===== src/hdl/dense_layer_forward_macros.svh =====
// Assertion macros shared by the dense layer RTL.
`ifndef DENSE_LAYER_FORWARD_MACROS_SVH
`define DENSE_LAYER_FORWARD_MACROS_SVH

// Same-cycle implication, quiet during reset.
`define DLF_ASSERT_IMP(lbl, ante, cons, msg) \
  lbl: assert property (@(posedge clk) disable iff (!rst_n) (ante) |-> (cons)) else $error(msg);

// Next-cycle implication, quiet during reset.
`define DLF_ASSERT_NXT(lbl, ante, cons, msg) \
  lbl: assert property (@(posedge clk) disable iff (!rst_n) (ante) |=> (cons)) else $error(msg);

`endif


===== src/hdl/dlf_ram.sv =====
// Simple dual-port synchronous RAM with registered read data.
`timescale 1ns / 1ps
module dlf_ram #(
  parameter int DEPTH = 64,
  parameter int WIDTH = 16,
  localparam int AW = (DEPTH > 1) ? $clog2(DEPTH) : 1
) (
  input  logic             clk,
  input  logic             we,
  input  logic [AW-1:0]    waddr,
  input  logic [WIDTH-1:0] wdata,
  input  logic [AW-1:0]    raddr,
  output logic [WIDTH-1:0] rdata
);

  logic [WIDTH-1:0] mem [DEPTH];

  // write port
  always_ff @(posedge clk) begin
    if (we) begin
      mem[waddr] <= wdata;
    end
  end

  // read port, registered
  always_ff @(posedge clk) begin
    rdata <= mem[raddr];
  end

endmodule


===== config.mk =====
export PLATFORM = sky130hd
export DESIGN_NAME = dlf_ram
export DESIGN_NICKNAME = d
export VERILOG_FILES = /design/src/hdl/dense_layer_forward_macros.svh /design/src/hdl/dlf_ram.sv
export SDC_FILE = /design/constraint.sdc
export NUM_CORES = 1
export LEC_CHECK = 0
export BUFFER_PORTS_ARGS = -buffer_cell sky130_fd_sc_hd__buf_2
export CAP_MARGIN = 25
export CELL_PAD_IN_SITES_DETAIL_PLACEMENT = 0
export CELL_PAD_IN_SITES_GLOBAL_PLACEMENT = 2
export CORE_MARGIN = 2
export CORE_UTILIZATION = 25
export DETAILED_ROUTE_END_ITERATION = 10
export PLACE_DENSITY_LB_ADDON = 0.1
export SYNTH_ARGS = -nofsm -noshare
export SYNTH_HDL_FRONTEND = slang
export SYNTH_SLANG_ARGS = --single-unit

===== constraint.sdc =====
create_clock -name clk -period 4.35 [get_ports clk]
set_clock_uncertainty 0.05 [all_clocks]
set_input_delay 0.435 -clock clk [delete_from_list [all_inputs] [get_ports clk]]
set_output_delay 0.435 -clock clk [all_outputs]
set_load 0.005 [all_outputs]

==> reports/qor.txt <==
total standard cell area after synthesis = 40040 µm²
number of sinks handled by clock tree synthesis = 1040
maxcap violations = 0
synthesized netlist net count = 1859
remaining number of nets flagged by the antenna check after routing = 0
IR Drop Worst-Case VDD = 0.2856 mV
cell count after placement = 3986
gpl congestion = 0.7554
area of the multi-input gates = 8299 µm²
via count of the first global-routing pass = 20290
result of the run = finished clean
cell count after synthesis = 1829
post-cts hold buffer count = 0
maximum number of pins on one net before global-route repair = 65
Final Max Slew Viols = 0
buffer levels on the longest clock path = 3
fraction of registers with async set/reset = 0%
floorplan die width = 404.2 µm
number of hold-slack violations in the final timing report = 0
height of the chip = 404.2 µm
areal power density over the cells = 470.0 nW/µm²
Relative slew margins = 35.62%
overall fraction of global-route tracks in use = 15.22%
endpoint kind of the worst setup timing path = flop
overflow left after global routing = 0
Tightest Hold Check Type = in -> reg
Least-Margin Pin Slew = 965.7 ps
number of enable-type register cells in the synthesized netlist = 1024
wire length of the first global-routing pass = 170800 µm
final non-filler cell total = 4207
crit path max fanout = 46
number of port buffers = 45
Num CTS Buffers = 116
Clock H-tree levels = 3
root buffer selected by CTS = sky130_fd_sc_hd__clkbuf_16
Post-Route Setup TNS = 0 ps
Post-synth top flop = sky130_fd_sc_hd__edfxtp_1
DRC violation total after the first TritonRoute iteration = 1460
initial core utilization = 25.22%
total via count in the routed design = 19120
Layout Utilization = 29.79%
layout overhead on the synthesized area = 18.10%
leakage power total = 14.75 nW
unrepaired setup endpoints after global routing = false
source-to-sink clock delay at the later pin of the worst-skew pair = 750 ps
net total in the final layout = 2062
category of the most critical setup path = in -> reg
fill count = 15410
number of detailed-routing iterations run before antenna repair = 5
data arrival time of the critical path = 3230 ps
number of distinct library cell variants in the gate-level netlist after synthesis = 43
Row Count = 146
Die Outline Area = 163400 µm²
minimum period implied by the final worst setup slack = 2668 ps
share of synthesized area occupied by flip-flops and latches = 77.59%
Avg WL per Cell = 29.50 µm
total of endpoints with negative setup slack in the final report = 0
initial antenna violation count = 25
average footprint of a synthesized cell = 21.89 µm²
setup slack of the worst register-to-register path = 2040 ps
Resized Gates After CTS = 0
Final period util = 61.32%
required time worst endpoint = 4910 ps
type of origin of the critical path = input port
I/O pin cnt = 46
clock transition at the registers of the reported paths = 60 ps
Std-Cell Core Area = 158700 µm²
total number of yosys warnings = 0
synthesis-stage register bit count = 1040
half-perimeter wire length after detailed placement = 79250 µm
setup repair bufs after CTS = 0
area taken by flip-flops and latches = 31070 µm²
layout cells sized above 1 = 29.40%
detailed-route vias per instance = 4.546
final WL = 124100 µm
clock tree from TritonCTS = done
highest achievable clock rate = 374.9 MHz
number of DRC violations after detailed routing = 0
state kept, by name (all words and copies together), names as in the netlist:
| register | flops |
|---|---|
| mem | 1024 |
| rdata | 16 |
synthesized netlist by cell type, types with 8 or more instances:
library cell,instances,area share (%)
sky130_fd_sc_hd__a211o_1,8,0.17
sky130_fd_sc_hd__a22oi_1,39,0.73
sky130_fd_sc_hd__a221oi_1,16,0.35
sky130_fd_sc_hd__buf_2,36,0.45
sky130_fd_sc_hd__nand4_1,12,0.19
sky130_fd_sc_hd__nor2b_1,30,0.47
sky130_fd_sc_hd__a211oi_1,8,0.15
sky130_fd_sc_hd__mux4_2,220,12
sky130_fd_sc_hd__nand2_1,59,0.55
sky130_fd_sc_hd__buf_4,13,0.24
sky130_fd_sc_hd__dfxtp_1,16,0.80
sky130_fd_sc_hd__nor2_1,72,0.67
sky130_fd_sc_hd__buf_6,17,0.48
sky130_fd_sc_hd__a31oi_1,8,0.12
sky130_fd_sc_hd__clkbuf_1,24,0.22
sky130_fd_sc_hd__mux2i_1,85,2.1
sky130_fd_sc_hd__nand3_1,24,0.30
sky130_fd_sc_hd__a311oi_1,8,0.17
sky130_fd_sc_hd__edfxtp_1,1024,77
sky130_fd_sc_hd__mux2_2,27,0.76
sky130_fd_sc_hd__a21oi_1,17,0.21
worst max-delay path: stages:
cell and delay, ps:
sky130_fd_sc_hd__buf_8 390, sky130_fd_sc_hd__buf_12 380, sky130_fd_sc_hd__buf_12 280, sky130_fd_sc_hd__mux4_2 550
sky130_fd_sc_hd__a22oi_1 300, sky130_fd_sc_hd__nand3_1 390, sky130_fd_sc_hd__and4_1 360
routing by layer:
layer	vias up	wire [µm]	GRT usage (%)
li1	8127	-	-
met1	10440	55110	20.57
met2	399	59680	24.96
met3	154	6616	3.312
met4	6	2661	3.548
met5	-	35	0
cells in the final DEF (no fill, tap or decap), types with 5 or more instances in the layout:
master                       instances
sky130_fd_sc_hd__a31oi_1             8
sky130_fd_sc_hd__bufinv_16          15
sky130_fd_sc_hd__and4_1              5
sky130_fd_sc_hd__nand2_1            59
sky130_fd_sc_hd__a221o_1             6
sky130_fd_sc_hd__nor2_1             52
sky130_fd_sc_hd__buf_12             11
sky130_fd_sc_hd__clkinv_2           12
sky130_fd_sc_hd__clkbuf_1           27
sky130_fd_sc_hd__clkinvlp_4          5
sky130_fd_sc_hd__a22o_1              6
sky130_fd_sc_hd__mux4_2            220
sky130_fd_sc_hd__buf_4             133
sky130_fd_sc_hd__a211oi_1            8
sky130_fd_sc_hd__a21oi_1            17
sky130_fd_sc_hd__nand4_1            12
sky130_fd_sc_hd__a211o_1             8
sky130_fd_sc_hd__nor2b_1            30
sky130_fd_sc_hd__nand3_1            24
sky130_fd_sc_hd__diode_2             9
sky130_fd_sc_hd__a221oi_1           16
sky130_fd_sc_hd__edfxtp_1         1024
sky130_fd_sc_hd__a22oi_1            39
sky130_fd_sc_hd__a41oi_1             5
sky130_fd_sc_hd__mux2i_1            85
sky130_fd_sc_hd__clkbuf_16         117
sky130_fd_sc_hd__dfxtp_1            16
sky130_fd_sc_hd__nor2_2             22
sky130_fd_sc_hd__buf_2              42
sky130_fd_sc_hd__clkinv_1           25
sky130_fd_sc_hd__a311oi_1            8
sky130_fd_sc_hd__mux2_2             27
final timing paths:
path	cells after the start	to	from
setup / recovery	7	rdata[12]	raddr[0]
hold / removal	1	mem[32][8]	wdata[8]
setup reg to reg	4	rdata[6]	mem[51][6]
hold reg to reg	5	rdata[5]	mem[62][5]
logic make-up after synthesis:
| kind of cell | after synthesis | synth area share [%] |
|---|---|---|
| buffers and inverters | 104 | 1.831 |
| AOI/OAI and AO/OA | 129 | 2.409 |
| muxes | 336 | 15.52 |
| and+or+nand+nor | 220 | 2.647 |
| DFF | 1040 | 77.59 |
report_power, final:
| part | internal (mW) | total [mW] | switching (mW) |
|---|---|---|---|
| sequential | 11.1 | 11.2 | 0.0586 |
| clock | 5.87 | 9.95 | 4.08 |
| combinational | 0.387 | 1.13 | 0.739 |
| total | 17.3 | 22.2 | 4.88 |
through the flow:
step	instance area, µm²	worst slack [ps]	hold WS, ps	total power [mW]
after floorplan	40040	1830	483.9	11.90
after global placement	43370	676.4	789.3	12.53
after detailed placement	43430	820.7	780.2	12.54
after CTS	47270	1634	22.23	22.61
after global routing	47270	1570	51.85	22.99
final	47290	1682	90.76	22.23
layout make-up:
class                      count  share of cell area [%]
timing repair buffer         189                   3.109
clock buffer                 147                   6.493
multi-input combinational    685                   17.55
antenna                        9                 0.04763
sequential                  1040                   65.70
clock inverter                65                   1.614
tap                         2072                   5.482
No activity file was read; power rests on OpenSTA's default activity.
