`src/hdl/dense_layer_forward_macros.svh`:
```
// Assertion macros shared by the dense layer RTL.
`ifndef DENSE_LAYER_FORWARD_MACROS_SVH
`define DENSE_LAYER_FORWARD_MACROS_SVH

// Same-cycle implication, quiet during reset.
`define DLF_ASSERT_IMP(lbl, ante, cons, msg) \
  lbl: assert property (@(posedge clk) disable iff (!rst_n) (ante) |-> (cons)) else $error(msg);

// Next-cycle implication, quiet during reset.
`define DLF_ASSERT_NXT(lbl, ante, cons, msg) \
  lbl: assert property (@(posedge clk) disable iff (!rst_n) (ante) |=> (cons)) else $error(msg);

`endif

```
`src/hdl/dlf_pkg.sv`:
```
// Types, constants and tables of the dense layer.
`timescale 1ns / 1ps
package dlf_pkg;

  localparam int VAL_W        = 16;
  localparam int FRAC_BITS    = 12;
  localparam int RESULT_LIMIT = 64;
  localparam int EXP_W        = 17;
  localparam int SUM_W        = 23;
  localparam int NUM_W        = 30;
  localparam int DEN_W        = 24;
  localparam int LEAK_W       = 28;
  localparam logic signed [11:0] LEAK_Q16 = 12'sd655;

  typedef enum logic [1:0] {
    OP_LOAD_WEIGHT = 2'd0,
    OP_LOAD_BIAS   = 2'd1,
    OP_LOAD_INPUT  = 2'd2,
    OP_RUN         = 2'd3
  } opcode_t;

  typedef enum logic [1:0] {
    ACT_SIGMOID = 2'd0,
    ACT_RELU    = 2'd1,
    ACT_LEAKY   = 2'd2,
    ACT_SOFTMAX = 2'd3
  } act_mode_t;

  localparam logic [1:0] CFG_INPUT_COUNT  = 2'd0;
  localparam logic [1:0] CFG_OUTPUT_COUNT = 2'd1;
  localparam logic [1:0] CFG_ACT_MODE     = 2'd2;

  typedef struct packed {
    opcode_t                   opcode;
    logic [5:0]                row_index;
    logic [5:0]                column_index;
    logic signed [VAL_W-1:0]   value;
  } in_item_t;

  typedef struct packed {
    logic [5:0]                neuron_index;
    logic signed [VAL_W-1:0]   activation_value;
    logic                      last_output;
  } out_item_t;

  // exp(-n) in Q16
  function automatic logic [EXP_W-1:0] exp_int_f(input logic [3:0] n);
    logic [EXP_W-1:0] v;
    unique case (n)
      4'd0:    v = 17'd65536;
      4'd1:    v = 17'd24109;
      4'd2:    v = 17'd8869;
      4'd3:    v = 17'd3263;
      4'd4:    v = 17'd1200;
      4'd5:    v = 17'd442;
      4'd6:    v = 17'd162;
      4'd7:    v = 17'd60;
      4'd8:    v = 17'd22;
      4'd9:    v = 17'd8;
      4'd10:   v = 17'd3;
      4'd11:   v = 17'd1;
      default: v = 17'd0;
    endcase
    return v;
  endfunction

  // exp(-f/16) in Q16
  function automatic logic [EXP_W-1:0] exp_frac_f(input logic [3:0] f);
    logic [EXP_W-1:0] v;
    unique case (f)
      4'd0:    v = 17'd65536;
      4'd1:    v = 17'd61565;
      4'd2:    v = 17'd57835;
      4'd3:    v = 17'd54331;
      4'd4:    v = 17'd51039;
      4'd5:    v = 17'd47947;
      4'd6:    v = 17'd45042;
      4'd7:    v = 17'd42313;
      4'd8:    v = 17'd39750;
      4'd9:    v = 17'd37341;
      4'd10:   v = 17'd35079;
      4'd11:   v = 17'd32954;
      4'd12:   v = 17'd30957;
      4'd13:   v = 17'd29081;
      4'd14:   v = 17'd27319;
      default: v = 17'd25664;
    endcase
    return v;
  endfunction

endpackage

```
`src/hdl/dlf_exp.sv`:
```
// Pipelined exp(-t) unit: Q4.12 argument, Q16 result.
`timescale 1ns / 1ps
module dlf_exp (
  input  logic                      clk,
  input  logic                      rst_n,
  input  logic                      in_v,
  input  logic [15:0]               t,
  output logic                      out_v,
  output logic [dlf_pkg::EXP_W-1:0] e,
  output logic                      busy
);

  logic        va_r, vb_r;
  logic [33:0] m1_r, m2_r;
  logic [16:0] p_r;
  logic [15:0] rr;
  logic [16:0] p_w;
  logic [33:0] v_w;

  // polynomial for the low byte
  always_comb begin
    rr  = 16'(t[7:0]) * 16'(t[7:0]);
    p_w = 17'd65536 - {5'd0, t[7:0], 4'd0} + 17'((17'(rr) + 17'd256) >> 9);
    v_w = (m1_r + 34'd32768) >> 16;
  end

  // valid pipeline
  always_ff @(posedge clk) begin
    if (!rst_n) begin
      va_r <= 1'b0;
      vb_r <= 1'b0;
    end else begin
      va_r <= in_v;
      vb_r <= va_r;
    end
  end

  // table product, then polynomial product
  always_ff @(posedge clk) begin
    m1_r <= 34'(dlf_pkg::exp_int_f(t[15:12])) * 34'(dlf_pkg::exp_frac_f(t[11:8]));
    p_r  <= p_w;
    m2_r <= 34'(v_w[16:0]) * 34'(p_r);
  end

  assign out_v = vb_r;
  assign e     = dlf_pkg::EXP_W'((m2_r + 34'd32768) >> 16);
  assign busy  = va_r | vb_r;

endmodule

```
`config.mk`:
```
export PLATFORM = sky130hd
export DESIGN_NAME = dlf_exp
export DESIGN_NICKNAME = d
export VERILOG_FILES = /design/src/hdl/dense_layer_forward_macros.svh /design/src/hdl/dlf_pkg.sv /design/src/hdl/dlf_exp.sv
export SDC_FILE = /design/constraint.sdc
export NUM_CORES = 1
export LEC_CHECK = 0
export BUFFER_PORTS_ARGS = -buffer_cell sky130_fd_sc_hd__buf_2
export CELL_PAD_IN_SITES_DETAIL_PLACEMENT = 1
export CELL_PAD_IN_SITES_GLOBAL_PLACEMENT = 1
export CORE_ASPECT_RATIO = 1.1
export CORE_MARGIN = 3
export CORE_UTILIZATION = 45
export CTS_CLUSTER_DIAMETER = 50
export DETAILED_ROUTE_END_ITERATION = 10
export HOLD_SLACK_MARGIN = 0.12
export PLACE_DENSITY_LB_ADDON = 0.1
export SLEW_MARGIN = 20
export SYNTH_ARGS = -nofsm -noshare
export SYNTH_HDL_FRONTEND = slang
export SYNTH_SLANG_ARGS = --single-unit
```
`constraint.sdc`:
```
create_clock -name clk -period 13.2 [get_ports clk]
set_clock_uncertainty 0.05 [all_clocks]
set_input_delay 1.98 -clock clk [delete_from_list [all_inputs] [get_ports clk]]
set_output_delay 1.98 -clock clk [all_outputs]
set_load 0.03 [all_outputs]
```
==> results by group, run 1 <==
Outcome
  • Status: completed

CTS
  • Skew-Pair Late Insertion Delay: 0.32 ns
  • Clock tree from TritonCTS: built
  • CTS sink cnt: 55
  • Post_cts resized: 0
  • CTS Hold Buffers Added: 0
  • Setup bufs post-CTS: 0
  • CTS H-Tree Depth: 2
  • Worst-path clk slew: 0.08 ns
  • Number of CTS-inserted buffers: 5
  • Clock buffer depth: 2
  • Clk root buf: clkbuf_16

STA
  • Max-Slew Margin vs Limit: 19.35%
  • Post-route clock period utilization: 67.68%
  • Fin. Hold Viols: 0
  • Pins over their slew limit: 0
  • Final setup fails: 0
  • Slew @ Worst Pin: 1.197 ns
  • Sum Neg Setup Slack: 0 ns
  • Final WS setup: 4.266 ns
  • Final min period: 8.934 ns
  • RSZ-0062 raised after global routing: false
  • Fmax: 111.9 MHz

Final layout
  • Layout Nets: 3162
  • Fraction of layout cells with a size suffix above 1: 4.237%
  • Fin cells: 3019
  • Area Growth Syn to Fin: 4.891%
  • Ant. Diodes: 0
  • Fill count: 5482

Worst setup path
  • Req. time, crit path: 13.35 ns
  • Crit-path slowest cell: a21boi_1
  • Worst Setup Start Kind: input pin
  • R2R setup slack: 5.29 ns
  • CP most frequent cell: fa_1
  • Max incr delay on CP: 0.90 ns
  • Worst-path cell chain: buf_2 -> inv_1 -> ha_1 -> o21ai_0 -> a21boi_1 -> nor2_1 -> fa_1 -> fa_1 -> fa_1 -> fa_1 -> fa_1 -> inv_1 -> fa_1 -> inv_1 -> ha_1 -> a21oi_1 -> o21ai_0 -> a22oi_1 -> a31o_2 -> a31oi_1 -> a21oi_1 -> a211o_1 -> xnor2_1
  • R2R cell count: 25
  • Crit-path max FO: 10
  • Critical path type: input pin to flop
  • Crit end category: flop
  • Worst EP arrival: 9.09 ns

Hold path
  • Cell depth of the worst hold path: 1
  • HP Class: flop to flop

Floorplanning
  • Die Span Y: 233.5 um
  • Die Width: 212.9 um
  • I/O Pins: 38
  • Die area: 49710 um^2
  • Core area: 46070 um^2
  • Starting density of the core: 45.98%
  • Number of core rows: 82

Place
  • HPWL Detailed: 49970 um
  • PortBufs: 37
  • GPL Wtd Cong: 0.9333
  • Dpl ws: 3.994 ns
  • Dpl cells: 3011

Drt
  • Drt wl/cell: 19.39 um
  • DR vias: 15761
  • Routed Antenna Nets: 0
  • DR vias/cell: 5.221
  • Initial drt markers: 477
  • Post-route DRC: 0
  • WL final: 58530 um
  • DR pass1 iterations: 5

Yosys
  • Yosys warnings: 0
  • Seq/Total Area, Yosys: 5.198%
  • Post-synthesis register bit count: 55
  • Synth async-reset ratio: 0%
  • Most used DFF post-synth: dfxtp_1
  • Netlist Area Pre-Place: 21180 um^2
  • Syn_nets: 3172
  • Syn Area/Cell: 8.680 um^2
  • Post-Synthesis Cells: 2440
  • Synth unique cells: 55
  • Area contributors post-synth: fa_1, ha_1, inv_1
  • Area share of the largest cell type after synthesis: 40.64%
  • Synth area leader: fa_1
  • EDFF count, synth: 0

Global route
  • GRT Total Usage: 24.61%
  • Largest net degree at the start of global routing: 31
  • Initial antenna violation count: 0
  • Total grt overflow: 0
  • First-pass GRT wire length: 95190 um
  • Vias in the first global route: 17885

Job
  • Number of max-cap violations: 0
## placed cells by master (no fill, tap or decap), types with 32 or more instances in the layout
| cell type | count |
|---|---|
| xnor2_1 | 54 |
| nand2_1 | 265 |
| ha_1 | 283 |
| and2_1 | 173 |
| nor2_1 | 199 |
| dfxtp_1 | 55 |
| o21ai_0 | 32 |
| buf_2 | 37 |
| fa_1 | 430 |
| inv_1 | 590 |
| a21oi_1 | 33 |
## routing by layer
layer,part of all wire [%],wire (um),global-route usage (%)
met5,0,0,0
met2,53,30820,46.00
met3,2.3,1337,1.451
met4,3.2,1899,7.444
met1,42,24470,30.34
## area by class of cell
type / count / area, um^2 / area share [%]
timing repair buffer: 57 / 335.3 / 1.509
inverter: 590 / 2215 / 9.968
clock buffer: 5 / 125.1 / 0.5632
multi-input combinational: 1721 / 17680 / 79.57
sequential: 55 / 1101 / 4.956
tap: 588 / 735.7 / 3.312
clock inverter: 3 / 27.53 / 0.1239
## cells by family (layout without fill, tap and decap cells)
family	Yosys count	in the layout	share of synthesized area (%)
AOI/OAI and AO/OA	166	166	5.364
adders and majority gates	713	713	57.36
xor gates and xnor gates	86	86	3.556
DFF	55	55	5.199
buffers and inverters	664	655	11.77
muxes	4	4	0.1890
and+or+nand+nor	752	752	16.56
## flip-flops by register name (all words and copies together), names as in the netlist
| signal | cells |
|---|---|
| out_v | 1 |
| va_r | 1 |
| m1_r | 18 |
| m2_r | 18 |
| p_r | 17 |
## cells in the mapped netlist, types with 2 or more instances
| cell | instances |
|---|---|
| a31oi_1 | 5 |
| nor3_1 | 17 |
| and4_1 | 3 |
| nor2_1 | 200 |
| nor2b_1 | 8 |
| o31ai_1 | 2 |
| xnor2_1 | 60 |
| o211ai_1 | 2 |
| or2_2 | 13 |
| nor4_1 | 2 |
| dfxtp_1 | 55 |
| xor2_1 | 26 |
| a21o_1 | 13 |
| o21ai_1 | 8 |
| a31o_2 | 4 |
| and2_1 | 173 |
| fa_1 | 430 |
| nand4_1 | 9 |
| inv_1 | 590 |
| buf_1 | 4 |
| o2bb2ai_1 | 2 |
| a21oi_2 | 3 |
| a21oi_1 | 33 |
| o21ai_0 | 32 |
| nand2_1 | 265 |
| a2111oi_0 | 4 |
| or3_1 | 2 |
| o21bai_1 | 9 |
| ha_1 | 283 |
| and3_1 | 16 |
| o211a_1 | 4 |
| nand2b_1 | 22 |
| mux2i_1 | 4 |
| nand3_1 | 20 |
| clkbuf_1 | 70 |
| o21a_1 | 23 |
| a211oi_1 | 5 |
| a21boi_0 | 2 |
## per-stage QoR
| stage | instance area (um^2) | hold WS, ns | utilization, % |
|---|---|---|---|
| after floorplan | 21180 | 0.3709 | - |
| after global placement | 22060 | 0.3810 | 47.89 |
| after detailed placement | 22060 | 0.4113 | 47.90 |
| after CTS | 22220 | 0.4200 | 48.23 |
| after global routing | 22220 | 0.4382 | 48.23 |
| final | 22220 | 0.4263 | 48.23 |
## worst paths after layout
kind	end	startpoint
max	m1_r[32]$_DFF_P_	t[8]
min	out_v$_SDFF_PN0_	va_r$_SDFF_PN0_
max reg2reg	m2_r[32]$_DFF_P_	m1_r[15]$_DFF_P_
min reg2reg	out_v$_SDFF_PN0_	va_r$_SDFF_PN0_
## critical path: cells and delay by family
kind / cells / cell delay [ns]
AO/OA/AOI/OAI: 9 / 2.90
adder cells (fa/ha/maj): 8 / 3.42
AND/OR/NAND/NOR: 1 / 0.18
XOR/XNOR: 1 / 0.12
buffers and inverters: 4 / 0.49
Power of run 1 is left out: the tool's default activity adds up to more than one toggle a clock period on the data nets, which glitch-free logic cannot reach.
==> inputs of run 2 (changes only) <==
ABC_AREA = 1   (was default)
clock period = 9.1 ns   (was 13.2 ns; I/O delays follow)
==> results by group, run 2 <==
Outcome
  • Status: completed

Yosys
  • Area share of the largest cell type after synthesis: 37.15% (-3.5 points)
  • Synth async-reset ratio: 0% (unchanged)
  • Post-synthesis register bit count: 55 (unchanged)
  • Netlist Area Pre-Place: 23170 um^2 (+9.4%)
  • Synth top cells by count: inv_1, nand2_1, fa_1
  • Syn Area/Cell: 7.339 um^2 (-15%)
  • Area contributors post-synth: fa_1, ha_1, inv_1
  • Synth area leader: fa_1
  • Yosys warnings: 0 (unchanged)
  • Count leader, synth: inv_1
  • Syn_nets: 3889 (+23%)
  • Most used DFF post-synth: dfxtp_1
  • Synth unique cells: 47 (-15%)
  • Seq/Total Area, Yosys: 4.752% (-0.45 points)
  • Post-Synthesis Cells: 3157 (+29%)
  • EDFF count, synth: 0 (unchanged)

Global route
  • Total grt overflow: 0 (unchanged)
  • Initial antenna violation count: 0 (unchanged)
  • First-pass GRT wire length: 122700 um (+29%)
  • GRT Total Usage: 28.97% (+4.4 points)
  • Vias in the first global route: 22646 (+27%)
  • Largest net degree at the start of global routing: 18 (-42%)

CTS
  • Clk root buf: clkbuf_16
  • Setup bufs post-CTS: 0 (unchanged)
  • Worst-path clk slew: 0.08 ns (about the same)
  • Post_cts resized: 0 (unchanged)
  • Clock buffer depth: 2 (unchanged)
  • Skew-Pair Late Insertion Delay: 0.35 ns (+0.03 ns)
  • Number of CTS-inserted buffers: 5 (unchanged)
  • CTS sink cnt: 55 (unchanged)
  • CTS Hold Buffers Added: 0 (unchanged)
  • CTS H-Tree Depth: 2 (unchanged)
  • Clock tree from TritonCTS: built

Drt
  • Post-route DRC: 0 (unchanged)
  • Initial drt markers: 972 (+100%)
  • DR pass1 iterations: 5 (unchanged)
  • DR vias/cell: 5.215 (-0.10%)
  • Routed Antenna Nets: 0 (unchanged)
  • WL final: 76270 um (+30%)
  • Drt wl/cell: 20.01 um (+3.2%)
  • DR vias: 19881 (+26%)

Final layout
  • Fraction of layout cells with a size suffix above 1: 2.951% (-1.3 points)
  • Layout Nets: 3883 (+23%)
  • Area Growth Syn to Fin: 4.374%
  • Ant. Diodes: 0 (unchanged)
  • Commonest non-fill, non-tap cell in the layout: inv_1
  • Reg area: 1101 um^2 (unchanged)
  • Top Registers: m1_r: 18 flops, m2_r: 18 flops, p_r: 17 flops
  • Commonest cells after routing, fill and taps aside: inv_1, nand2_1, fa_1
  • Post-layout util: 47.92% (-0.31 points)
  • Fill count: 6489 (+18%)
  • Area of the multi-input gates: 18560 um^2 (+5.0%)

Worst setup path
  • Crit-path max FO: 16 (+6)
  • Crit end category: flop
  • Critical path type: input pin to flop
  • Req. time, crit path: 9.29 ns (-4.06 ns)
  • Worst EP arrival: 7.99 ns (-1.10 ns)
  • Worst Setup Start Kind: input pin

Floorplanning
  • Die area: 54250 um^2 (+9.1%)
  • Starting density of the core: 45.91% (-0.066 points)
  • I/O Pins: 38 (unchanged)
  • Die Width: 222.4 um (+4.5%)
  • Die Span Y: 244.0 um (+4.5%)
  • Number of core rows: 86 (+4.9%)
  • Core area: 50470 um^2 (+9.5%)

Place
  • Dpl ws: 1.021 ns (-2.972 ns)
  • PortBufs: 37 (unchanged)
  • HPWL Detailed: 66280 um (+33%)
  • GPL Wtd Cong: 0.9172 (-1.7%)

STA
  • Max-Slew Margin vs Limit: 43.99% (+25 points)
  • Final setup fails: 0 (unchanged)
  • Fin. Hold Viols: 0 (unchanged)
  • Fmax: 128.2 MHz
  • Sum Neg Setup Slack: 0 ns (unchanged)
  • RSZ-0062 raised after global routing: false
  • Slew @ Worst Pin: 0.8381 ns (-0.3590 ns)
  • Hold slack: 0.3846 ns (-0.04176 ns)
  • Post-route clock period utilization: 85.75%
  • Pins over their slew limit: 0 (unchanged)
  • Final min period: 7.803 ns
  • Final WS setup: 1.297 ns (-2.969 ns)

Job
  • Number of max-cap violations: 0 (unchanged)

Hold path
  • HP Class: flop to flop
[run 2: cell types whose count changed after synthesis, moves of 21 or more]
cell,previous run,this run
inv_1,590,852
xnor2_1,60,15
nand3_1,20,92
nand2b_1,22,0
and2_1,173,4
a21oi_1,33,85
nand2_1,265,638
clkbuf_1,70,40
nor2_1,200,421
o21ai_0,32,53
[run 2: logic make-up (layout without fill, tap and decap cells)]
kind of cell,after synthesis,count (layout),synth area share (%)
AND/OR/NAND/NOR,1234,1234,21.42
buffers and inverters,926,921,15.15
adder cells (fa/ha/maj),713,713,52.44
AO/OA/AOI/OAI,181,181,4.401
flip-flops,55,55,4.752
XOR/XNOR,48,48,1.847
[run 2: area by class of cell]
| class | count | share of cell area (%) |
|---|---|---|
| multi-input cells | 2176 | 76.74 |
| clock inverters | 2 | 0.1604 |
| repair buffers | 52 | 1.231 |
| inverters | 861 | 13.36 |
| flip-flops and latches | 55 | 4.553 |
| well taps | 660 | 3.415 |
| clock buffers | 6 | 0.5329 |
[run 2: critical path, stage by stage]
cell and delay, ns:
buf_2 0.28, inv_1 0.12, nor2_1 0.38, inv_1 0.15, o221ai_1 0.66, buf_4 0.31, nor2_1 0.08, fa_1 0.53
inv_1 0.06, fa_1 0.45, fa_1 0.52, fa_1 0.54, inv_1 0.05, fa_1 0.48, inv_1 0.05, fa_1 0.47
inv_1 0.04, ha_1 0.31, nand2_1 0.09, nor2_1 0.19, inv_1 0.11, nor3_1 0.22, nand2_1 0.08, nand2_1 0.19
nand2_1 0.11, nand3_1 0.09, nand2_1 0.05
[run 2: stage by stage]
stage	area, um^2	cells
4_1_cts	24180	3812
2_1_floorplan	23170	3157
5_1_grt	24180	3812
6_report	24180	3812
3_5_place_dp	24020	3804
3_3_place_gp	24020	3804
[run 2: final timing paths]
path / startpoint / endpoint / slack (ns) / cells after the start
setup / recovery: t[11] / m1_r[31]$_DFF_P_ / 1.30 / 27
hold / removal: va_r$_SDFF_PN0_ / out_v$_SDFF_PN0_ / 0.38 / 2
setup reg to reg: m1_r[15]$_DFF_P_ / m2_r[16]$_DFF_P_ / 1.72 / 27
hold reg to reg: va_r$_SDFF_PN0_ / out_v$_SDFF_PN0_ / 0.38 / 2
[run 2: per-layer routing]
layer  part of all wire [%]  global-route usage, %
met2                     52                  53.31
met4                    4.9                  12.27
met5                      0                      0
met1                     40                  34.62
met3                    3.5                  2.617
Power of run 2 is left out for the same reason.
