`config.mk`:
```
export PLATFORM = sky130hd
export DESIGN_NAME = dlf_div
export DESIGN_NICKNAME = d
export VERILOG_FILES = /design/src/hdl/dense_layer_forward_macros.svh /design/src/hdl/dlf_pkg.sv /design/src/hdl/dlf_div.sv
export SDC_FILE = /design/constraint.sdc
export NUM_CORES = 1
export LEC_CHECK = 0
export BUFFER_PORTS_ARGS = -buffer_cell sky130_fd_sc_hd__buf_2
export CAP_MARGIN = 15
export CORE_ASPECT_RATIO = 2
export CORE_MARGIN = 2
export CORE_UTILIZATION = 55
export CTS_BUF_LIST = sky130_fd_sc_hd__clkbuf_8
export CTS_CLUSTER_DIAMETER = 60
export DETAILED_ROUTE_END_ITERATION = 6
export GPL_ROUTABILITY_DRIVEN = 0
export GPL_TIMING_DRIVEN = 0
export PLACE_DENSITY = 0.79
export SLEW_MARGIN = 20
export SYNTH_ARGS = -nofsm -noshare
export SYNTH_HDL_FRONTEND = slang
export SYNTH_SLANG_ARGS = --single-unit
```
`constraint.sdc`:
```
create_clock -name clk -period 6.3 [get_ports clk]
set_input_delay 0 -clock clk [delete_from_list [all_inputs] [get_ports clk]]
set_output_delay 0 -clock clk [all_outputs]
set_load 0.01 [all_outputs]
```
`src/hdl/dense_layer_forward_macros.svh`:
```
// Assertion macros shared by the dense layer RTL.
`ifndef DENSE_LAYER_FORWARD_MACROS_SVH
`define DENSE_LAYER_FORWARD_MACROS_SVH

// Same-cycle implication, quiet during reset.
`define DLF_ASSERT_IMP(lbl, ante, cons, msg) \
  lbl: assert property (@(posedge clk) disable iff (!rst_n) (ante) |-> (cons)) else $error(msg);

// Next-cycle implication, quiet during reset.
`define DLF_ASSERT_NXT(lbl, ante, cons, msg) \
  lbl: assert property (@(posedge clk) disable iff (!rst_n) (ante) |=> (cons)) else $error(msg);

`endif

```
`src/hdl/dlf_pkg.sv`:
```
// Types, constants and tables of the dense layer.
`timescale 1ns / 1ps
package dlf_pkg;

  localparam int VAL_W        = 16;
  localparam int FRAC_BITS    = 12;
  localparam int RESULT_LIMIT = 64;
  localparam int EXP_W        = 17;
  localparam int SUM_W        = 23;
  localparam int NUM_W        = 30;
  localparam int DEN_W        = 24;
  localparam int LEAK_W       = 28;
  localparam logic signed [11:0] LEAK_Q16 = 12'sd655;

  typedef enum logic [1:0] {
    OP_LOAD_WEIGHT = 2'd0,
    OP_LOAD_BIAS   = 2'd1,
    OP_LOAD_INPUT  = 2'd2,
    OP_RUN         = 2'd3
  } opcode_t;

  typedef enum logic [1:0] {
    ACT_SIGMOID = 2'd0,
    ACT_RELU    = 2'd1,
    ACT_LEAKY   = 2'd2,
    ACT_SOFTMAX = 2'd3
  } act_mode_t;

  localparam logic [1:0] CFG_INPUT_COUNT  = 2'd0;
  localparam logic [1:0] CFG_OUTPUT_COUNT = 2'd1;
  localparam logic [1:0] CFG_ACT_MODE     = 2'd2;

  typedef struct packed {
    opcode_t                   opcode;
    logic [5:0]                row_index;
    logic [5:0]                column_index;
    logic signed [VAL_W-1:0]   value;
  } in_item_t;

  typedef struct packed {
    logic [5:0]                neuron_index;
    logic signed [VAL_W-1:0]   activation_value;
    logic                      last_output;
  } out_item_t;

  // exp(-n) in Q16
  function automatic logic [EXP_W-1:0] exp_int_f(input logic [3:0] n);
    logic [EXP_W-1:0] v;
    unique case (n)
      4'd0:    v = 17'd65536;
      4'd1:    v = 17'd24109;
      4'd2:    v = 17'd8869;
      4'd3:    v = 17'd3263;
      4'd4:    v = 17'd1200;
      4'd5:    v = 17'd442;
      4'd6:    v = 17'd162;
      4'd7:    v = 17'd60;
      4'd8:    v = 17'd22;
      4'd9:    v = 17'd8;
      4'd10:   v = 17'd3;
      4'd11:   v = 17'd1;
      default: v = 17'd0;
    endcase
    return v;
  endfunction

  // exp(-f/16) in Q16
  function automatic logic [EXP_W-1:0] exp_frac_f(input logic [3:0] f);
    logic [EXP_W-1:0] v;
    unique case (f)
      4'd0:    v = 17'd65536;
      4'd1:    v = 17'd61565;
      4'd2:    v = 17'd57835;
      4'd3:    v = 17'd54331;
      4'd4:    v = 17'd51039;
      4'd5:    v = 17'd47947;
      4'd6:    v = 17'd45042;
      4'd7:    v = 17'd42313;
      4'd8:    v = 17'd39750;
      4'd9:    v = 17'd37341;
      4'd10:   v = 17'd35079;
      4'd11:   v = 17'd32954;
      4'd12:   v = 17'd30957;
      4'd13:   v = 17'd29081;
      4'd14:   v = 17'd27319;
      default: v = 17'd25664;
    endcase
    return v;
  endfunction

endpackage

```
`src/hdl/dlf_div.sv`:
```
// Restoring divider, one quotient bit per cycle.
`timescale 1ns / 1ps
module dlf_div (
  input  logic                      clk,
  input  logic                      rst_n,
  input  logic                      start,
  input  logic [dlf_pkg::NUM_W-1:0] num,
  input  logic [dlf_pkg::DEN_W-1:0] den,
  output logic                      done,
  output logic [dlf_pkg::NUM_W-1:0] quo
);

  localparam int NW = dlf_pkg::NUM_W;
  localparam int DW = dlf_pkg::DEN_W;
  localparam int CW = $clog2(NW);

  logic          busy_r, done_r;
  logic [CW-1:0] cnt_r;
  logic [NW-1:0] quo_r;
  logic [DW-1:0] rem_r, den_r;
  logic [DW:0]   rs;
  logic          ge;

  // shift in the next numerator bit and trial-subtract
  always_comb begin
    rs = {rem_r, quo_r[NW-1]};
    ge = (rs >= {1'b0, den_r});
  end

  // control
  always_ff @(posedge clk) begin
    if (!rst_n) begin
      busy_r <= 1'b0;
      done_r <= 1'b0;
      cnt_r  <= '0;
    end else begin
      done_r <= 1'b0;
      if (start) begin
        busy_r <= 1'b1;
        cnt_r  <= '0;
      end else if (busy_r) begin
        cnt_r <= cnt_r + 1'b1;
        if (cnt_r == CW'(NW - 1)) begin
          busy_r <= 1'b0;
          done_r <= 1'b1;
        end
      end
    end
  end

  // datapath
  always_ff @(posedge clk) begin
    if (start) begin
      quo_r <= num;
      rem_r <= '0;
      den_r <= den;
    end else if (busy_r) begin
      quo_r <= {quo_r[NW-2:0], ge};
      rem_r <= ge ? DW'(rs - {1'b0, den_r}) : DW'(rs);
    end
  end

  assign done = done_r;
  assign quo  = quo_r;

endmodule

```
==> qor.csv, run 1 <==
stage;metric;value;unit
outcome;status;finished, final reports clean;
critical_path;slowest_delay;490;ps
min_path;min_from;start;
place;port_buffers;87;
sta;fin_skew;12.4;ps
sta;clock.fmax;315;MHz
clock_tree;numCtsBuffers;9;
synthesis;ys_async_sr_fraction;0;
min_path;whs_endpoint;den_r[22];
critical_path;cp_cell_sequence;inv_1, ha_1, nor2b_1, o2111ai_1, a21oi_1, o21ai_1, a21o_1, a31oi_2, buf_2, o21ai_1, a311oi_1;
synthesis;synth_edf_count;54;
synthesis;syn-instance-count;490;
detailed_routing;wl_per_cell;19.4;µm
power_and_ir_drop;ir_drop;233;µV
detailed_routing;vias_per_cell;6.05;
die;die_h;137;µm
final_layout;area_growth;27.1;%
power_and_ir_drop;power.density;240;nW/µm²
run;maxCapViolations;0;
detailed_routing;final_antenna_net_count;0;
synthesis;synth_warnings;0;
clock_tree;cts_max_level;3;
global_routing;grt_max_degree;31;
synthesis;synth.top_cell.area_share;0.333;
clock_tree;clkTransAtPathRegs;100;ps
synthesis;synth_fp_nets;574;
power_and_ir_drop;power.leakage;0.00264;µW
global_routing;grt_pass1_vias;4780;
clock_tree;clock_sinks;85;
die;core;8590;µm²
global_routing;grt.overflow.total;0;
clock_tree;cts_setup_buffers;0;
clock_tree;clock_path_buffers;2;
die;ios;88;
critical_path;r2r-end;rem_r[13];
sta;period_share;0.503;
sta;drv_slew;0;
sta;worst_pin_slew;836;ps
synthesis;synth_top_area_cell;edfxtp_1;
clock_tree;clock_latency;380;ps
sta;setup_viol;0;
global_routing;grt_pass1_wl;22.8;mm
critical_path;arrival;3430;ps
clock_tree;ctsRootBufferMaster;clkbuf_8;
critical_path;slowest_stage;a31oi_2;
critical_path;path_buf_inv;2;
sta;rsz0062_at_grt;false;
die;row_count;48;
clock_tree;cts_tree;yes;
die;die-width;70.5;µm
global_routing;antenna_found_initial;0;
synthesis;synth_seq_cells;85;
min_path;min-delay-path-class;input port to flip-flop;
critical_path;reg2reg_from;den_r[1];
clock_tree;cts_resized;0;
sta;relSlewSlack;0.442;
detailed_routing;drcViolationCount;0;
critical_path;worst_setup_path_start_kind;flip-flop;
critical_path;cp.required;6560;ps
critical_path;cp-end-kind;flip-flop;
synthesis;synthFlopType;edfxtp_1;
synthesis;avgSynthCellArea;9.93;µm²
global_routing;gr-usage-all-layers;0.309;
critical_path;path_class;flip-flop to flip-flop;
detailed_routing;vias;4524;
final_layout;drive_gt1_frac;0.233;
synthesis;synth_area;4870;µm²
place;place_area;5430;µm²
synthesis;yosysUniqueCellTypes;52;
die;initial_utilization;0.567;
detailed_routing;finalWirelength;14.5;mm
final_layout;stdcell_area;6180;µm²
sta;hold_violations;0;
die;dieArea;9660;µm²
critical_path;crit_path_frequent_cell;o21ai_1;
critical_path;r2r_slack;3130;ps
synthesis;ys_seq_area_frac;0.461;
final_layout;fillCellCount;656;
detailed_routing;first_iter_violations;365;
critical_path;path_delay_family;compound AO/OA/AOI/OAI gates;
critical_path;reg2regPathDepth;11;
sta;tns;0;ps
synthesis;synth_area_leaders;edfxtp_1 (33%), dfxtp_1 (13%), mux2_2 (6.9%);
final_layout;antenna_cells;0;
detailed_routing;drt-pass1-iter-count;5;
critical_path;worstPathMaxFanout;10;
place;dp.final_hpwl;9.75;mm
sta;period_needed;3170;ps
min_path;holdPathStages;1;
final_layout;nNetsFinal;727;
==> cells in the mapped netlist (all sizes together) (7+ instances only) <==
| cell type | count |
|---|---|
| edfxtp | 54 |
| nor2 | 41 |
| inv | 36 |
| dfxtp | 31 |
| a21oi | 30 |
| mux2 | 30 |
| o21ai | 30 |
| nand3 | 27 |
| ha | 26 |
| nand2 | 26 |
| a311oi | 17 |
| clkbuf | 16 |
| a21o | 13 |
| buf | 13 |
| nand4 | 10 |
| xnor2 | 10 |
| xor2 | 10 |
| a31oi | 8 |
| o211ai | 7 |
==> worst reg2reg max path, cell delays in order, from the launching register on <==
cell	delay [ps]
edfxtp_1	390
inv_1	60
ha_1	280
nor2b_1	200
o2111ai_1	160
a21oi_1	280
o21ai_1	160
a21o_1	230
a31oi_2	490
buf_2	350
o21ai_1	90
a311oi_1	370
==> cell type report <==
cell class / instances / area, µm² / share of cell area
clock inverters: 7 / 77.6 / 0.0125
plain buffers: 29 / 131 / 0.0212
flip-flops and latches: 85 / 2240 / 0.363
multi-input cells: 340 / 2360 / 0.382
inverters: 36 / 135 / 0.0219
well taps: 100 / 125 / 0.0202
repair buffers: 142 / 986 / 0.159
clock buffers: 9 / 124 / 0.0200
==> flip-flops by register name, indices dropped and copies added (netlist names) <==
| signal | flops |
|---|---|
| den_r | 24 |
| rem_r | 24 |
| quo | 30 |
| cnt_r | 5 |
| done | 1 |
| busy_r | 1 |
==> metal layers <==
metal | wire length [µm] | track usage | vias up
met5 | 0 | 0 | -
met4 | 864 | 0.214 | 0
met3 | 814 | 0.0648 | 58
met2 | 7900 | 0.577 | 223
met1 | 4910 | 0.292 | 2132
li1 | - | - | 2111
==> power breakdown <==
part	internal [µW]	switching (µW)
Sequential	647	29.5
Clock	189	221
Combinational	171	224
==> metrics by stage <==
stage / util / hold WS (ps) / worst slack (ps) / total power [µW] / std cells
floorplan: - / 98.9 / 3660 / 926 / 490
global placement: 0.632 / 176 / 3070 / 1030 / 677
detailed placement: 0.632 / 178 / 3240 / 1040 / 677
CTS: 0.720 / 191 / 3220 / 1470 / 748
global route: 0.720 / 201 / 2840 / 1550 / 748
finish: 0.720 / 191 / 3130 / 1480 / 748
==> worst max-delay path by stage <==
stage / startpoint / end / slack [ps] / depth (start not counted)
6_report: den_r[1] / rem_r[13] / 3130 / 11
5_1_grt: den_r[9] / rem_r[13] / 2840 / 11
4_1_cts: den_r[1] / rem_r[13] / 3220 / 11
3_5_place_dp: den_r[1] / rem_r[13] / 3240 / 11
3_3_place_gp: den_r[22] / quo[0] / 3070 / 7
2_1_floorplan: den_r[18] / quo[0] / 3660 / 13
==> cells by family after synthesis <==
family                   after synthesis  share of synthesized area
AO/OA/AOI/OAI                        129                      0.176
XOR/XNOR                              20                     0.0360
adder cells (fa/ha/maj)               27                     0.0710
buffers and inverters                 65                     0.0548
flip-flops                            85                      0.461
multiplexers                          30                     0.0694
AND/OR/NAND/NOR                      134                      0.132
==> layout by cell type, fill, tap and decap left out, types with 2 or more instances in the layout <==
master / n
a41oi_1: 2
buf_1: 2
inv_4: 2
inv_6: 3
nor4_1: 2
xnor2_1: 10
a21o_1: 13
buf_2: 96
nand4_1: 10
nand2_1: 26
nor2_1: 41
a31o_1: 2
a21oi_1: 30
nand2b_1: 4
nor2b_1: 2
and3_1: 2
o21ai_1: 14
nor3b_1: 5
dlygate4sd3_1: 55
o21ai_0: 16
or3_1: 5
a31oi_1: 7
or2_2: 4
xor2_1: 10
ha_1: 26
nor3_1: 3
o211ai_1: 7
nand3_1: 27
dfxtp_1: 31
edfxtp_1: 54
a211oi_1: 4
clkbuf_1: 16
o21bai_1: 2
inv_1: 35
o21a_1: 2
mux2_2: 30
clkbuf_8: 9
a311oi_1: 17
a211o_1: 2
==> what timing repair did <==
action	4_1_cts	5_1_grt
endpoints found under the setup margin	0	0
hold buffers	55	0
endpoints found under the hold margin	59	0
Note: power is estimated with default switching activity, not from simulation.
==> inputs of run 2 (changes only) <==
- ABC_AREA: default -> 1
- PLACE_DENSITY: 0.79 -> 0.78
- clock period: 6.3 -> 3 ns (I/O delays scaled with it)
==> qor.csv, run 2 <==
stage;metric;value;unit;change
outcome;status;finished, final reports clean;;
synthesis;synth_warnings;0;;unchanged
die;dieArea;10700;µm²;+10%
sta;rsz0062_at_grt;false;;
synthesis;ys_seq_area_frac;0.416;;-0.0451
global_routing;grtUsageMet2;0.569;;-0.00744
detailed_routing;finalWirelength;15.5;mm;+7.0%
power_and_ir_drop;power.leakage;0.00360;µW;+36%
sta;clock.fmax;423;MHz;+34%
critical_path;worst_setup_path_start_kind;flip-flop;;
global_routing;grt_pass1_vias;5571;;+17%
synthesis;synthFlopType;edfxtp_1;;
critical_path;arrival;2620;ps;-810 ps
min_path;min-delay-path-class;input port to flip-flop;;
clock_tree;cts_tree;yes;;
clock_tree;cts_setup_buffers;0;;unchanged
detailed_routing;vias;5423;;+20%
final_layout;drive_gt1_frac;0.138;;-0.0951
sta;worst_pin_slew;668;ps;-168 ps
sta;setup_viol;0;;unchanged
synthesis;ys_async_sr_fraction;0;;unchanged
final_layout;final_cell_mix;nand2_1 (340), inv_1 (130), buf_2 (94);;
synthesis;synth_seq_cells;85;;unchanged
critical_path;path_class;flip-flop to flip-flop;;
place;dp.final_hpwl;10.8;mm;+11%
detailed_routing;vias_per_cell;5.12;;-15%
critical_path;slowest_delay;330;ps;-160 ps
clock_tree;clkTransAtPathRegs;90;ps;about the same
clock_tree;cts_resized;0;;unchanged
synthesis;synth_edf_count;54;;unchanged
detailed_routing;drt-pass1-iter-count;7;;+2
global_routing;grt_use_met3;0.0544;;-0.0104
critical_path;worstPathMaxFanout;10;;unchanged
synthesis;synth_area_leaders;edfxtp_1 (30%), nand2_1 (24%), dfxtp_1 (12%);;
clock_tree;cts_hold_buf;55;;unchanged
final_layout;largest_reg_flops;30;;unchanged
clock_tree;numCtsBuffers;9;;unchanged
detailed_routing;drcViolationCount;0;;unchanged
sta;fin_skew;15.4;ps;+3.00 ps
critical_path;crit_path_frequent_cell;nand2_1;;
clock_tree;clock_sinks;85;;unchanged
critical_path;r2r_slack;630;ps;-2500 ps
global_routing;grt_pass1_wl;24.7;mm;+8.3%
detailed_routing;final_antenna_net_count;0;;unchanged
final_layout;stdcell_area;6740;µm²;+9.0%
detailed_routing;wl_per_cell;14.6;µm;-25%
sta;hold_violations;0;;unchanged
run;maxCapViolations;0;;unchanged
power_and_ir_drop;finalPower;2650;µW;+79%
critical_path;cp-end-kind;flip-flop;;
sta;relSlewSlack;0.554;;+0.113
global_routing;grt_max_degree;31;;unchanged
place;place_area;5990;µm²;+10%
critical_path;cp_cell_sequence;inv_1, ha_1, nand2_1, inv_1, nand2_1, nand2_1, inv_1, nand3_1, nand2_2, buf_2, nand4_1, nand3_1, nand2_1;;
sta;period_needed;2370;ps;-805 ps
final_layout;final_common_cell;nand2_1;;
sta;tns;0;ps;unchanged
place;port_buffers;87;;unchanged
global_routing;met1_usage;0.287;;-0.00591
synthesis;synth_area;5390;µm²;+11%
global_routing;gr-usage-all-layers;0.307;;-0.00230
critical_path;endpoint;rem_r[1];;
synthesis;yosysUniqueCellTypes;30;;-42%
final_layout;area_growth;25.0;%;
die;ios;88;;unchanged
global_routing;grt_busiest_layer;met2;;
power_and_ir_drop;power.density;393;nW/µm²;+64%
die;core;9640;µm²;+12%
synthesis;synthTopCellsByCount;nand2_1 (340), inv_1 (131), edfxtp_1 (54);;
final_layout;antenna_cells;0;;unchanged
power_and_ir_drop;ir_drop;341;µV;+46%
critical_path;reg2reg_from;den_r[8];;
synthesis;synth_fp_nets;854;;+49%
critical_path;r2r-end;rem_r[1];;
critical_path;reg2regPathDepth;13;;+2
synthesis;syn-instance-count;770;;+57%
die;die-width;74.0;µm;+5.0%
final_layout;fillCellCount;793;;+21%
detailed_routing;first_iter_violations;253;;-31%
die;row_count;51;;+6.3%
clock_tree;cts_max_level;3;;unchanged
synthesis;synth.most_common_cell;nand2_1;;
final_layout;nNetsFinal;1007;;+39%
clock_tree;clock_path_buffers;2;;unchanged
global_routing;grt.overflow.total;0;;unchanged
die;die_h;144;µm;+5.1%
synthesis;avgSynthCellArea;7.01;µm²;-29%
sta;drv_slew;0;;unchanged
critical_path;cp.required;3250;ps;-3310 ps
critical_path;cp-startpoint;den_r[8];;
synthesis;synth_top_area_cell;edfxtp_1;;
critical_path;slowest_stage;edfxtp_1;;
clock_tree;ctsRootBufferMaster;clkbuf_8;;
sta;period_share;0.789;;+0.285
synthesis;synth.top_cell.area_share;0.301;;-0.0326
clock_tree;clock_latency;370;ps;about the same
die;initial_utilization;0.560;;-0.00678
global_routing;antenna_found_initial;0;;unchanged
## run 2: cell types whose count changed in the layout (fill, tap and decap cells not counted), sizes merged, moves of 21 or more
cell   change
nand4     +22
mux2      -30
nand3     +21
o21ai     -28
nand2    +317
inv       +98
## run 2: critical path, delay by kind of cell, from the launching register on
kind	cells	cell delay [ps]
simple gates	8	1170
buf+inv	4	420
flops	1	330
fa+ha+maj	1	320
## run 2: cell type report
cell class | instances | area, µm² | share of cell area
Multi-Input combinational cell | 527 | 2530 | 0.376
Sequential cell | 85 | 2240 | 0.333
Timing Repair Buffer | 142 | 986 | 0.146
Inverter | 138 | 518 | 0.0768
Tap cell | 132 | 165 | 0.0245
Clock buffer | 9 | 124 | 0.0184
Buffer | 20 | 98.8 | 0.0147
Clock inverter | 7 | 72.6 | 0.0108
## run 2: routing by layer
layer  part of all wire  up-vias
met5                  0        -
met4              0.065        0
met3              0.044       80
met2               0.54      208
met1               0.35     2427
li1                   -     2708
## run 2: logic make-up (layout without fill, tap and decap cells)
family | Yosys count | count (layout) | share of synthesized area
flops | 85 | 85 | 0.416
xor+xnor | 9 | 9 | 0.0146
fa+ha+maj | 27 | 27 | 0.0640
compound gates | 19 | 19 | 0.0209
buf+inv | 158 | 316 | 0.114
simple gates | 472 | 472 | 0.370
## run 2: how the worst min path moves through the flow
stage / from / end / slack (ps) / cells after the start
CTS: start / den_r[8] / 200 / 1
floorplan: den[0] / den_r[0] / 100 / 0
detailed placement: den[10] / den_r[10] / 180 / 1
global placement: den[8] / den_r[8] / 180 / 1
global route: start / den_r[4] / 220 / 1
finish: start / den_r[8] / 200 / 1
## run 2: where the power goes
part | switching (µW) | total, µW | leakage (µW) | internal, µW
Sequential | 37.3 | 1370 | 0.000794 | 1330
Combinational | 255 | 438 | 0.00271 | 183
Clock | 459 | 847 | 0.0000976 | 388
Total | 751 | 2650 | 0.00360 | 1900
## run 2: stage by stage
stage	instances	setup slack, ps	util	hold WS [ps]
floorplan	770	1050	-	98.9
global placement	989	312	0.622	176
detailed placement	989	236	0.622	178
CTS	1060	497	0.700	201
global route	1060	492	0.700	225
finish	1060	634	0.700	203
